--- config.mk ---
export PLATFORM = sky130hd
export DESIGN_NAME = nms_back
export DESIGN_NICKNAME = d
export VERILOG_FILES = /design/src/rtl/core/nms_pkg.sv /design/src/rtl/core/nms_div.sv /design/src/rtl/core/nms_back.sv
export SDC_FILE = /design/constraint.sdc
export NUM_CORES = 2
export LEC_CHECK = 0
export BUFFER_PORTS_ARGS = -buffer_cell sky130_fd_sc_hd__buf_2
export CAP_MARGIN = 0
export CORE_UTILIZATION = 55
export DETAILED_ROUTE_END_ITERATION = 16
export PLACE_DENSITY = 0.79
export SETUP_SLACK_MARGIN = 0.2
export SLEW_MARGIN = 40
export SYNTH_ARGS = -nofsm -noshare
export SYNTH_HDL_FRONTEND = slang
export SYNTH_SLANG_ARGS = --single-unit
export TNS_END_PERCENT = 20
--- constraint.sdc ---
create_clock -name clk -period 26.6 [get_ports clk]
set_clock_uncertainty 0.2 [all_clocks]
set_input_delay 2.66 -clock clk [delete_from_list [all_inputs] [get_ports clk]]
set_output_delay 2.66 -clock clk [all_outputs]
set_load 0.02 [all_outputs]
--- src/rtl/core/nms_pkg.sv ---
`timescale 1ns / 1ps
// ----------------------------------------------------------------------------
// nms_pkg
// Shared types, codes and default sizes for the normalized MLP scorer.
// ----------------------------------------------------------------------------
package nms_pkg;

    // Default sizes handed to the top level parameters
    localparam int MAX_INPUTS_DEF = 2048;
    localparam int MAX_WIDTH_DEF  = 256;
    localparam int MAX_LAYERS_DEF = 4;
    localparam int FRAC_BITS_DEF  = 16;

    // Entries in the job queue between front and back
    localparam int QUEUE_DEPTH = 2;

    // Configuration port
    localparam int CFG_DATA_W = 12;
    localparam int CFG_IDX_W  = 3;

    localparam logic [CFG_IDX_W-1:0] CFG_INPUT_COUNT  = 3'd0;
    localparam logic [CFG_IDX_W-1:0] CFG_LAYER_COUNT  = 3'd1;
    localparam logic [CFG_IDX_W-1:0] CFG_RELU_MASK    = 3'd2;
    localparam logic [CFG_IDX_W-1:0] CFG_WIDTH_LAYER0 = 3'd3;
    localparam logic [CFG_IDX_W-1:0] CFG_WIDTH_LAYER1 = 3'd4;
    localparam logic [CFG_IDX_W-1:0] CFG_WIDTH_LAYER2 = 3'd5;
    localparam logic [CFG_IDX_W-1:0] CFG_WIDTH_LAYER3 = 3'd6;

    // Configuration reset values
    localparam logic [11:0] RST_INPUT_COUNT = 12'd172;
    localparam logic [2:0]  RST_LAYER_COUNT = 3'd2;
    localparam logic [3:0]  RST_RELU_MASK   = 4'd1;
    localparam logic [8:0]  RST_WIDTH0      = 9'd64;
    localparam logic [8:0]  RST_WIDTH_REST  = 9'd1;

    // Item operations
    typedef enum logic [1:0] {
        OP_NORM    = 2'd0,
        OP_WEIGHT  = 2'd1,
        OP_BIAS    = 2'd2,
        OP_FEATURE = 2'd3
    } op_t;

    // Result status codes
    typedef enum logic [1:0] {
        ST_OK    = 2'd0,
        ST_COUNT = 2'd1,
        ST_ZERO  = 2'd2,
        ST_SAT   = 2'd3
    } status_t;

    typedef struct packed {
        logic [1:0]         operation;
        logic [1:0]         layer_sel;
        logic [7:0]         neuron;
        logic [10:0]        position;
        logic signed [31:0] value;
        logic signed [31:0] spread;
        logic               last;
    } in_t;

    typedef struct packed {
        logic signed [31:0] score;
        logic [1:0]         status;
    } out_t;

    typedef struct packed {
        logic [11:0]     input_count;
        logic [2:0]      layer_count;
        logic [3:0]      relu_mask;
        logic [3:0][8:0] width_layer;
    } cfg_t;

    // One scoring job handed from front to back
    typedef struct packed {
        logic mismatch;
    } job_t;

endpackage

--- src/rtl/core/nms_div.sv ---
`timescale 1ns / 1ps
`default_nettype none
// ----------------------------------------------------------------------------
// nms_div
// Radix-2 restoring divider for feature normalization: (diff << F) / std,
// truncated toward zero and saturated to 32 bits.
// ----------------------------------------------------------------------------
module nms_div #(
    parameter int FRAC_BITS = nms_pkg::FRAC_BITS_DEF
) (
    input  wire logic               clk,
    input  wire logic               rst_n,
    input  wire logic               start,
    input  wire logic signed [32:0] diff,
    input  wire logic signed [31:0] den,
    output logic                    done,
    output logic signed [31:0]      quot,
    output logic                    sat
);

    localparam int NW = 32 + FRAC_BITS;
    localparam int CW = $clog2(NW + 1);

    logic [NW-1:0] num_reg, num_next;
    logic [NW-1:0] q_reg, q_next;
    logic [31:0]   rem_reg, rem_next;
    logic [31:0]   den_reg, den_next;
    logic          neg_reg, neg_next;
    logic [CW-1:0] cnt_reg, cnt_next;
    logic          run_reg, run_next;
    logic          done_reg, done_next;
    logic [32:0]   trial;
    logic [32:0]   diff_mag;
    logic          fits;

    always_comb
    begin
        num_next  = num_reg;
        q_next    = q_reg;
        rem_next  = rem_reg;
        den_next  = den_reg;
        neg_next  = neg_reg;
        cnt_next  = cnt_reg;
        run_next  = run_reg;
        done_next = 1'b0;
        diff_mag  = diff[32] ? 33'(-diff) : 33'(diff);
        trial     = {rem_reg, num_reg[NW-1]};
        if (start)
        begin
            num_next = {diff_mag[31:0], {FRAC_BITS{1'b0}}};
            den_next = den[31] ? 32'(-den) : 32'(den);
            neg_next = diff[32] ^ den[31];
            rem_next = '0;
            q_next   = '0;
            cnt_next = CW'(NW);
            run_next = 1'b1;
        end
        else if (run_reg)
        begin
            // shift in one dividend bit, subtract when it fits
            if (trial >= {1'b0, den_reg})
            begin
                rem_next = 32'(trial - {1'b0, den_reg});
                q_next   = {q_reg[NW-2:0], 1'b1};
            end
            else
            begin
                rem_next = trial[31:0];
                q_next   = {q_reg[NW-2:0], 1'b0};
            end
            num_next = {num_reg[NW-2:0], 1'b0};
            cnt_next = cnt_reg - CW'(1);
            if (cnt_reg == CW'(1))
            begin
                run_next  = 1'b0;
                done_next = 1'b1;
            end
        end
    end

    always_ff @(posedge clk or negedge rst_n)
    begin
        if (!rst_n)
        begin
            run_reg  <= 1'b0;
            done_reg <= 1'b0;
            cnt_reg  <= '0;
        end
        else
        begin
            run_reg  <= run_next;
            done_reg <= done_next;
            cnt_reg  <= cnt_next;
        end
    end

    always_ff @(posedge clk)
    begin
        num_reg <= num_next;
        q_reg   <= q_next;
        rem_reg <= rem_next;
        den_reg <= den_next;
        neg_reg <= neg_next;
    end

    // Saturate the signed quotient
    always_comb
    begin
        if (neg_reg)
        begin
            fits = (q_reg[NW-1:32] == '0) && !(q_reg[31] && (q_reg[30:0] != '0));
            quot = fits ? 32'(-q_reg[31:0]) : 32'sh8000_0000;
        end
        else
        begin
            fits = (q_reg[NW-1:31] == '0);
            quot = fits ? 32'(q_reg[31:0]) : 32'sh7FFF_FFFF;
        end
        sat = !fits;
    end

    assign done = done_reg;

endmodule
`default_nettype wire

--- src/rtl/core/nms_back.sv ---
`timescale 1ns / 1ps
`default_nettype none
// ----------------------------------------------------------------------------
// nms_back
// Runs one scoring job: zero-std check, normalization through the divider,
// dense layers on one shared multiply-accumulate path, then the result.
// ----------------------------------------------------------------------------
module nms_back #(
    parameter int MAX_INPUTS = nms_pkg::MAX_INPUTS_DEF,
    parameter int MAX_WIDTH  = nms_pkg::MAX_WIDTH_DEF,
    parameter int MAX_LAYERS = nms_pkg::MAX_LAYERS_DEF,
    parameter int FRAC_BITS  = nms_pkg::FRAC_BITS_DEF,
    localparam int FAW = $clog2(MAX_INPUTS),
    localparam int L0_SIZE = MAX_INPUTS * MAX_WIDTH,
    localparam int LK_SIZE = MAX_WIDTH * MAX_WIDTH,
    localparam int WDEPTH = L0_SIZE + (MAX_LAYERS - 1) * LK_SIZE,
    localparam int WAW = $clog2(WDEPTH),
    localparam int BDEPTH = MAX_LAYERS * MAX_WIDTH,
    localparam int BAW = (BDEPTH > 1) ? $clog2(BDEPTH) : 1,
    localparam int AAW = $clog2(2 * MAX_WIDTH)
) (
    input  wire logic            clk,
    input  wire logic            rst_n,
    input  wire nms_pkg::cfg_t   cfg,
    input  wire logic            q_empty,
    input  wire nms_pkg::job_t   q_data,
    output logic                 q_pop,
    output logic                 idle,
    output logic [FAW-1:0]       norm_raddr,
    input  wire logic [63:0]     norm_rdata,
    output logic [FAW-1:0]       feat_raddr,
    input  wire logic [31:0]     feat_rdata,
    output logic                 feat_we,
    output logic [FAW-1:0]       feat_waddr,
    output logic [31:0]          feat_wdata,
    output logic [WAW-1:0]       weight_raddr,
    input  wire logic [31:0]     weight_rdata,
    output logic [BAW-1:0]       bias_raddr,
    input  wire logic [31:0]     bias_rdata,
    output logic                 act_we,
    output logic [AAW-1:0]       act_waddr,
    output logic [31:0]          act_wdata,
    output logic [AAW-1:0]       act_raddr,
    input  wire logic [31:0]     act_rdata,
    output logic                 out_valid,
    input  wire logic            out_ready,
    output nms_pkg::out_t        out_data
);

    localparam int MAXC = (MAX_INPUTS > MAX_WIDTH) ? MAX_INPUTS : MAX_WIDTH;
    localparam int CW   = $clog2(MAXC + 1);
    localparam int WCW  = $clog2(MAX_WIDTH + 1);
    localparam int LIM  = (MAX_LAYERS < 4) ? MAX_LAYERS : 4;

    typedef enum logic [10:0] {
        S_IDLE  = 11'b000_0000_0001,
        S_ZCHK  = 11'b000_0000_0010,
        S_ZFIN  = 11'b000_0000_0100,
        S_NRD   = 11'b000_0000_1000,
        S_NDIV  = 11'b000_0001_0000,
        S_NWAIT = 11'b000_0010_0000,
        S_LBIAS = 11'b000_0100_0000,
        S_LACC  = 11'b000_1000_0000,
        S_LMAC  = 11'b001_0000_0000,
        S_LEND  = 11'b010_0000_0000,
        S_OUT   = 11'b100_0000_0000
    } state_t;

    state_t             state_reg, state_next;
    logic [CW-1:0]      i_reg, i_next;
    logic [CW-1:0]      j_reg, j_next;
    logic [1:0]         k_reg, k_next;
    logic [WAW-1:0]     base_reg, base_next;
    logic signed [63:0] acc_reg, acc_next;
    logic signed [63:0] prod_reg;
    logic               p1_reg, p1_next;
    logic               p2_reg;
    logic               zv_reg, zv_next;
    logic               zero_reg, zero_next;
    logic               sat_reg, sat_next;
    logic [31:0]        score_reg, score_next;
    logic [1:0]         status_reg, status_next;
    logic               out_valid_reg, out_valid_next;
    nms_pkg::out_t      out_data_reg, out_data_next;

    logic [CW-1:0]      n_c;
    logic [2:0]         layers;
    logic [WCW-1:0]     width_k;
    logic [CW-1:0]      fan_in;
    logic [31:0]        src_data;
    logic               div_start;
    logic signed [32:0] div_diff;
    logic               div_done;
    logic signed [31:0] div_quot;
    logic               div_sat;
    logic               acc_sat;
    logic [31:0]        neuron_val;

    function automatic logic [WCW-1:0] eff_width(input logic [8:0] w);
        if (w == 9'd0)
        begin
            return WCW'(1);
        end
        if (32'(w) > MAX_WIDTH)
        begin
            return WCW'(MAX_WIDTH);
        end
        return WCW'(w);
    endfunction

    function automatic logic [WAW-1:0] layer_base(input logic [1:0] k);
        if (k == 2'd0)
        begin
            return '0;
        end
        return WAW'(L0_SIZE + (32'(k) - 1) * LK_SIZE);
    endfunction

    nms_div #(
        .FRAC_BITS(FRAC_BITS)
    ) u_div (
        .clk   (clk),
        .rst_n (rst_n),
        .start (div_start),
        .diff  (div_diff),
        .den   (norm_rdata[31:0]),
        .done  (div_done),
        .quot  (div_quot),
        .sat   (div_sat)
    );

    // Layer geometry from configuration
    always_comb
    begin
        n_c = CW'(cfg.input_count);
        if (cfg.layer_count == 3'd0)
        begin
            layers = 3'd1;
        end
        else if (32'(cfg.layer_count) > LIM)
        begin
            layers = 3'(LIM);
        end
        else
        begin
            layers = cfg.layer_count;
        end
        width_k = eff_width(cfg.width_layer[k_reg]);
        fan_in  = (k_reg == 2'd0) ? n_c : CW'(eff_width(cfg.width_layer[k_reg - 2'd1]));
    end

    // Store addresses
    always_comb
    begin
        norm_raddr   = FAW'(i_reg);
        feat_raddr   = (state_reg == S_LMAC) ? FAW'(j_reg) : FAW'(i_reg);
        feat_we      = (state_reg == S_NWAIT) && div_done;
        feat_waddr   = FAW'(i_reg);
        feat_wdata   = div_quot;
        weight_raddr = base_reg + WAW'(j_reg);
        bias_raddr   = BAW'(32'(k_reg) * MAX_WIDTH + 32'(i_reg));
        act_raddr    = AAW'((k_reg[0] ? 0 : MAX_WIDTH) + 32'(j_reg));
        act_waddr    = AAW'((k_reg[0] ? MAX_WIDTH : 0) + 32'(i_reg));
        src_data     = (k_reg == 2'd0) ? feat_rdata : act_rdata;
        div_diff     = 33'(signed'(feat_rdata)) - 33'(signed'(norm_rdata[63:32]));
        div_start    = (state_reg == S_NDIV);
    end

    // Saturate and rectify the neuron total
    always_comb
    begin
        acc_sat = !((acc_reg[63:31] == '0) || (acc_reg[63:31] == '1));
        if (acc_sat)
        begin
            neuron_val = acc_reg[63] ? 32'h8000_0000 : 32'h7FFF_FFFF;
        end
        else
        begin
            neuron_val = acc_reg[31:0];
        end
        if (cfg.relu_mask[k_reg] && neuron_val[31])
        begin
            neuron_val = '0;
        end
        act_we    = (state_reg == S_LEND);
        act_wdata = neuron_val;
    end

    always_comb
    begin
        state_next     = state_reg;
        i_next         = i_reg;
        j_next         = j_reg;
        k_next         = k_reg;
        base_next      = base_reg;
        acc_next       = acc_reg;
        p1_next        = 1'b0;
        zv_next        = 1'b0;
        zero_next      = zero_reg || (zv_reg && (norm_rdata[31:0] == '0));
        sat_next       = sat_reg;
        score_next     = score_reg;
        status_next    = status_reg;
        out_valid_next = out_valid_reg && !out_ready;
        out_data_next  = out_data_reg;
        q_pop          = 1'b0;

        // accumulate one registered product per cycle
        if (p2_reg)
        begin
            acc_next = acc_reg + (prod_reg >>> FRAC_BITS);
        end

        case (state_reg)
            S_IDLE:
            begin
                if (!q_empty)
                begin
                    q_pop      = 1'b1;
                    i_next     = '0;
                    zero_next  = 1'b0;
                    sat_next   = 1'b0;
                    score_next = '0;
                    if (q_data.mismatch)
                    begin
                        status_next = nms_pkg::ST_COUNT;
                        state_next  = S_OUT;
                    end
                    else
                    begin
                        status_next = nms_pkg::ST_OK;
                        state_next  = S_ZCHK;
                    end
                end
            end
            S_ZCHK:
            begin
                if (i_reg < n_c)
                begin
                    zv_next = 1'b1;
                    i_next  = i_reg + CW'(1);
                end
                else
                begin
                    state_next = S_ZFIN;
                end
            end
            S_ZFIN:
            begin
                i_next = '0;
                if (zero_reg)
                begin
                    status_next = nms_pkg::ST_ZERO;
                    state_next  = S_OUT;
                end
                else
                begin
                    state_next = S_NRD;
                end
            end
            S_NRD:
            begin
                state_next = S_NDIV;
            end
            S_NDIV:
            begin
                state_next = S_NWAIT;
            end
            S_NWAIT:
            begin
                if (div_done)
                begin
                    sat_next = sat_reg || div_sat;
                    i_next   = i_reg + CW'(1);
                    if (i_reg + CW'(1) == n_c)
                    begin
                        i_next     = '0;
                        k_next     = '0;
                        base_next  = layer_base(2'd0);
                        state_next = S_LBIAS;
                    end
                    else
                    begin
                        state_next = S_NRD;
                    end
                end
            end
            S_LBIAS:
            begin
                state_next = S_LACC;
            end
            S_LACC:
            begin
                acc_next   = 64'(signed'(bias_rdata));
                j_next     = '0;
                state_next = S_LMAC;
            end
            S_LMAC:
            begin
                if (j_reg < fan_in)
                begin
                    p1_next = 1'b1;
                    j_next  = j_reg + CW'(1);
                end
                else if (!p1_reg && !p2_reg)
                begin
                    state_next = S_LEND;
                end
            end
            S_LEND:
            begin
                sat_next  = sat_reg || acc_sat;
                base_next = base_reg + WAW'((k_reg == 2'd0) ? MAX_INPUTS : MAX_WIDTH);
                i_next    = i_reg + CW'(1);
                if ((3'(k_reg) + 3'd1 == layers) && (i_reg == '0))
                begin
                    score_next = neuron_val;
                end
                state_next = S_LBIAS;
                if (32'(i_reg) + 1 == 32'(width_k))
                begin
                    i_next = '0;
                    if (3'(k_reg) + 3'd1 == layers)
                    begin
                        state_next = S_OUT;
                    end
                    else
                    begin
                        k_next    = k_reg + 2'd1;
                        base_next = layer_base(k_reg + 2'd1);
                    end
                end
            end
            S_OUT:
            begin
                if (!out_valid_reg || out_ready)
                begin
                    out_valid_next       = 1'b1;
                    out_data_next.score  = score_reg;
                    out_data_next.status = sat_reg ? 2'(nms_pkg::ST_SAT) : status_reg;
                    state_next           = S_IDLE;
                end
            end
            default:
            begin
                state_next = S_IDLE;
            end
        endcase
    end

    always_ff @(posedge clk or negedge rst_n)
    begin
        if (!rst_n)
        begin
            state_reg     <= S_IDLE;
            p1_reg        <= 1'b0;
            p2_reg        <= 1'b0;
            zv_reg        <= 1'b0;
            out_valid_reg <= 1'b0;
        end
        else
        begin
            state_reg     <= state_next;
            p1_reg        <= p1_next;
            p2_reg        <= p1_reg;
            zv_reg        <= zv_next;
            out_valid_reg <= out_valid_next;
        end
    end

    always_ff @(posedge clk)
    begin
        i_reg        <= i_next;
        j_reg        <= j_next;
        k_reg        <= k_next;
        base_reg     <= base_next;
        acc_reg      <= acc_next;
        prod_reg     <= signed'(weight_rdata) * signed'(src_data);
        zero_reg     <= zero_next;
        sat_reg      <= sat_next;
        score_reg    <= score_next;
        status_reg   <= status_next;
        out_data_reg <= out_data_next;
    end

    assign idle      = (state_reg == S_IDLE);
    assign out_valid = out_valid_reg;
    assign out_data  = out_data_reg;

endmodule
`default_nettype wire
## After elaboration in Yosys (flattened, before gate mapping)

Index checks and enable logic that the tools add are counted.

| word-level totals | value |
|---|---|
| bits in read-only memories | 0 |
| flip-flop bits (word level) | 412 |
| output and inout bits | 184 |
| logic and storage cells | 240 |
| memories kept | 0 |
| bits of input ports | 252 |
| bits in latches | 0 |
| memory bits (writable) | 0 |

| operators by class | value |
|---|---|
| reductions and logical operators | 48 |
| magnitude comparators | 8 |
| bitwise gates (word level) | 1 |
| $add $sub $neg | 20 |
| divide/modulo/power cells | 0 |
| multiply operators | 1 |
| equal/unequal tests | 29 |
| muxes and demuxes | 107 |
| shift operators | 0 |

Operators with widths:

| kind | number |
|---|---|
| 32-bit 2-to-1 mux | 11 |
| 64-bit 2-to-1 mux | 2 |
| 11-bit 2-to-1 mux | 11 |
| 11-bit case mux with 11 select lines | 1 |
| 20-bit 2-to-1 mux | 6 |
| 9-bit 2-to-1 mux | 12 |
| 12-bit 2-to-1 mux | 8 |
| 48-bit 2-to-1 mux | 2 |
| 32-bit negation | 3 |
| 64-bit by 48-bit adder with 64-bit output | 1 |
| 32-bit by 32-bit multiplier with 64-bit output | 1 |
| 32-bit case mux with 2 select lines | 1 |
| 12-bit case mux with 5 select lines | 1 |
| 20-bit by 12-bit adder with 20-bit output | 2 |
| 20-bit case mux with 2 select lines | 1 |
| 9-bit binary-select mux with 2-bit select | 2 |
| 33-bit == test (second input constant) | 1 |
| 33-bit by 32-bit >= comparator with 1-bit output | 1 |
| 33-bit zero test | 1 |
| 32-bit by 32-bit subtractor with 33-bit output | 1 |
| 32-bit zero test | 1 |
| 1-bit 2-to-1 mux | 32 |
| 32-bit subtractor | 1 |
| 31-bit 2-to-1 mux | 1 |
| other kinds (58) | 110 |

## Longest topological paths before layout

| logic depth | value |
|---|---|
| depth in word-level cells | 14 |
| gate-level depth with buffers | 37 |
| gate-level depth less buffers | 31 |

## Cells and area by module

A second synthesis with hierarchy kept.

| unflattened totals | value |
|---|---|
| cells, all modules | 6791 |
| area total of the unflattened synthesis | 62987.9 µm² |

Modules (own cells, without submodules):

| module | area each (µm²) | instances | seq. area each (µm²) | cells an instance |
|---|---|---|---|---|
| nms_back | 53208.5 | 1 | 6732.7 | 5654 |
| nms_div | 9779.4 | 1 | 3753.6 | 1137 |

## Least setup slack after synthesis

OpenSTA, ideal clock, no wires.

| timing path | value |
|---|---|
| path kind | input to register |
| start | input feat_rdata[2] |
| end | register prod_reg[60] |
| path buffers | 1 |
| setup slack | 16174 ps |
| data required time | 26273 ps |
| stages on the path | 24 |
| setup time | 127 ps |
| data arrival time | 10099 ps |
| cells stage by stage | mux2_2 -> clkbuf_1 -> nand2_1 -> inv_1 -> fa_1 -> fa_1 -> fa_1 -> fa_1 -> fa_1 -> fa_1 -> fa_1 -> fa_1 -> ha_1 -> a21o_1 -> a21o_1 -> a21oi_1 -> nand3_1 -> a311oi_1 -> a221oi_1 -> a211oi_1 -> o31ai_1 -> a221oi_1 -> o21ai_0 -> xor2_1 |

| on the way | value |
|---|---|
| word-level cells in the longest chain between the ends | 2 |

Ends and longest elaborated chain:

| element | line | RTL |
|---|---|---|
| start: declaration | nms_back.sv:32 | `input wire logic [31:0] feat_rdata,` |
| 32-bit 2-to-1 mux | nms_back.sv:164 | `src_data = (k_reg == 2'd0) ? feat_rdata : act_rdata;` |
| 32-bit by 32-bit multiplier with 64-bit output | nms_back.sv:377 | `prod_reg <= signed'(weight_rdata) * signed'(src_data);` |
| end signal: assignment | nms_back.sv:377 |  |
| end: declaration | nms_back.sv:75 | `logic signed [63:0] prod_reg;` |

Every way passes these cells.
A chain may end at the register's enable or synchronous reset.

## Worst setup path after layout

| timing path | value |
|---|---|
| start | input feat_rdata[2] |
| end | register prod_reg[61] |

Same word-level chain as after synthesis.

==> impl_metrics.ini <==
[run_status]
outcome = completed

[place]
io_buffers = 435
hpwl_um = 140000
routabilityCongestion = 0.962

[synthesis]
synth_edf_count = 244
synth_compound_area_share_pct = 9.47
syn-cell-area_sq_um = 63200
synthSimpleGateAreaFrac_pct = 16.6
avgSynthCellArea_sq_um = 9.23
synthMuxAreaShare_pct = 2.60
synth_top_area_share_pct = 34.4
synth_ff_type = edfxtp_1
ys_ff_latch = 396
synth_area_leader_cell = fa_1
syn_inst = 6851
syn_nets = 8547
synth_seq_area_share_pct = 16.6
ys.warnings.count = 0
ys_types = 86
async_flop_share_pct = 5.81
synth_top_family_by_area = adder cells
synth.area.top_cells = fa_1, edfxtp_1, ha_1
synth-adder-area-share_pct = 41.5
synth_xor_area_share_pct = 3.98

[route]
first_pass_iters = 6
vias = 49713
drtIter0Drc = 3637
met3_length_um = 16500
route.detailed.drc = 0
wl_met1_um = 69500
postRouteAntennaNets = 0
routed_wl_um = 177000
routed.top_layer = met5
wl_per_cell_um = 20.7
wl_met2_um = 83300
vias_per_cell = 5.82

[sta]
worstMarginPinSlew_ns = 0.923
setup_viol = 0
maxSlewViolCount = 0
fmax_mhz = 89.3
fin_crit_ns = 11.20
hold_viol_final = 0
grt_setup_unrepaired = false
slew_headroom_pct = 38.5
fin_setup_tns_ns = 0
post-route-period-util_pct = 42.1

[clock_network]
cts.sinks = 396
clock-root-buffer = clkbuf_16
cts_tree = done
clk_path_buf_depth = 3
htreeDepth = 2
cts_resized = 0
cts-hold-fix-buffers = 0
clk_latency_ns = 0.59
cts_buffers = 43
clk_pin_slew_ns = 0.06
post-cts-setup-buffer-count = 0

[worst_setup_path]
cp-start-kind = input port
cpMaxStageDelayCell = fa_1
endpoint_kind = register
crit_required_ns = 26.87
crit_path_max_fanout = 32
max_stage_delay_ns = 0.93
path_class = in2reg
cp_cell_sequence = buf_2, mux2_2, nand2_1, inv_1, fa_1, fa_1, fa_1, fa_1, fa_1, fa_1, fa_1, fa_1, ha_1, a21o_1, a21o_1, a21oi_1, o2111ai_1, a2111oi_0, nor2_1, o2111ai_1, a21oi_1, a221o_1, xor2_1
worstPathArrival_ns = 11.48
crit_top_cell = fa_1

[global_route]
antenna_found_initial = 16
gr-total-overflow = 0
grt_usage_pct = 30.7
grt_pass1_wl_um = 283000
grt_pass1_vias = 52165
grt_max_degree = 91

[min_path]
hold_class = reg2reg

[finish]
final_common_cell = inv_1
largest_reg_flops = 64
drive_gt1_share_pct = 9.61
area_growth_syn_to_layout_pct = 7.27
final_cell_mix = inv_1, fa_1, nand2_1
nNetsFinal = 8688

[flow_run]
drv_cap = 0

[die]
die_h_um = 341
io_pins = 436
core_sq_um = 114000
die-width_um = 341
start_util_pct = 55.4
core.rowCount = 124
die-area_sq_um = 116000
==> kinds of logic (layout without fill, tap and decap cells) <==
kind of cell             count (synthesis)  after routing
buffers and inverters                 1512           1686
XOR/XNOR                               287            287
multiplexers                           137            137
other                                    0             10
AO/OA/AOI/OAI                          956            956
flip-flops                             396            396
AND/OR/NAND/NOR                       2119           2119
adder cells (fa/ha/maj)               1444           1444
==> final timing paths <==
kind,cells past startpoint,to,slack (ns),start
min in group asynchronous,1,zv_reg,1.86,rst_n
worst max register to register,25,prod_reg[61],15.96,k_reg[1]
worst min register to register,0,p2_reg,0.21,p1_reg
max in group asynchronous,1,u_div.run_reg,23.93,rst_n
worst max-delay path,23,prod_reg[61],15.40,feat_rdata[2]
worst min-delay path,0,p2_reg,0.21,p1_reg
==> routing by layer <==
metal / up-vias / GRT usage [%]
met1: 24846 / 39.6
met5: - / 0
met3: 443 / 5.79
met2: 2311 / 50.8
met4: 14 / 12.9
li1: 22099 / -
==> cells in the mapped netlist, types with 29 or more instances <==
master and instances:
o21a_1 46, and2_1 297, dfxtp_1 129, fa_1 1085
clkbuf_1 320, nor3_1 93, buf_4 47, nor2b_1 263
nand2_1 763, nand3_1 79, o21bai_1 29, nor2_1 317
xor2_1 100, nand2b_1 46, edfxtp_1 244, a21oi_1 262
xnor2_1 187, and3_1 40, mux2i_1 90, nor4_1 37
or3_1 30, ha_1 359, inv_1 1129, o21ai_0 276
a21o_1 98, nand4_1 49
==> critical path: cells and delay by family <==
| kind | cells | cell delay [ns] |
|---|---|---|
| and+or+nand+nor | 2 | 0.45 |
| buffers and inverters | 2 | 0.27 |
| xor gates and xnor gates | 1 | 0.14 |
| muxes | 1 | 0.73 |
| adders and majority gates | 9 | 4.80 |
| AOI/OAI and AO/OA | 8 | 2.42 |
==> layout make-up <==
class,instances,area (sq um)
Timing Repair Buffer,477,2590
Tap cell,1512,1890
Sequential cell,396,10500
Inverter,1131,4250
Fill cell,9613,46400
Clock buffer,57,1210
Antenna cell,10,25.0
Clock inverter,21,236
Multi-Input combinational cell,4943,47100
==> metrics by stage <==
step / hold slack, ns / worst slack (ns) / std cells / utilization [%] / area (sq um)
after floorplan: 0.155 / 16.17 / 6851 / - / 63200
after global placement: 0.165 / 15.13 / 8452 / 57.9 / 66100
after detailed placement: 0.174 / 15.00 / 8455 / 58.0 / 66200
after CTS: 0.198 / 15.62 / 8533 / 59.3 / 67700
after global routing: 0.222 / 15.07 / 8544 / 59.4 / 67800
final: 0.205 / 15.40 / 8547 / 59.4 / 67800
Power is left out: the tool's default activity adds up to more than one toggle a clock period on the data nets, which glitch-free logic cannot reach.
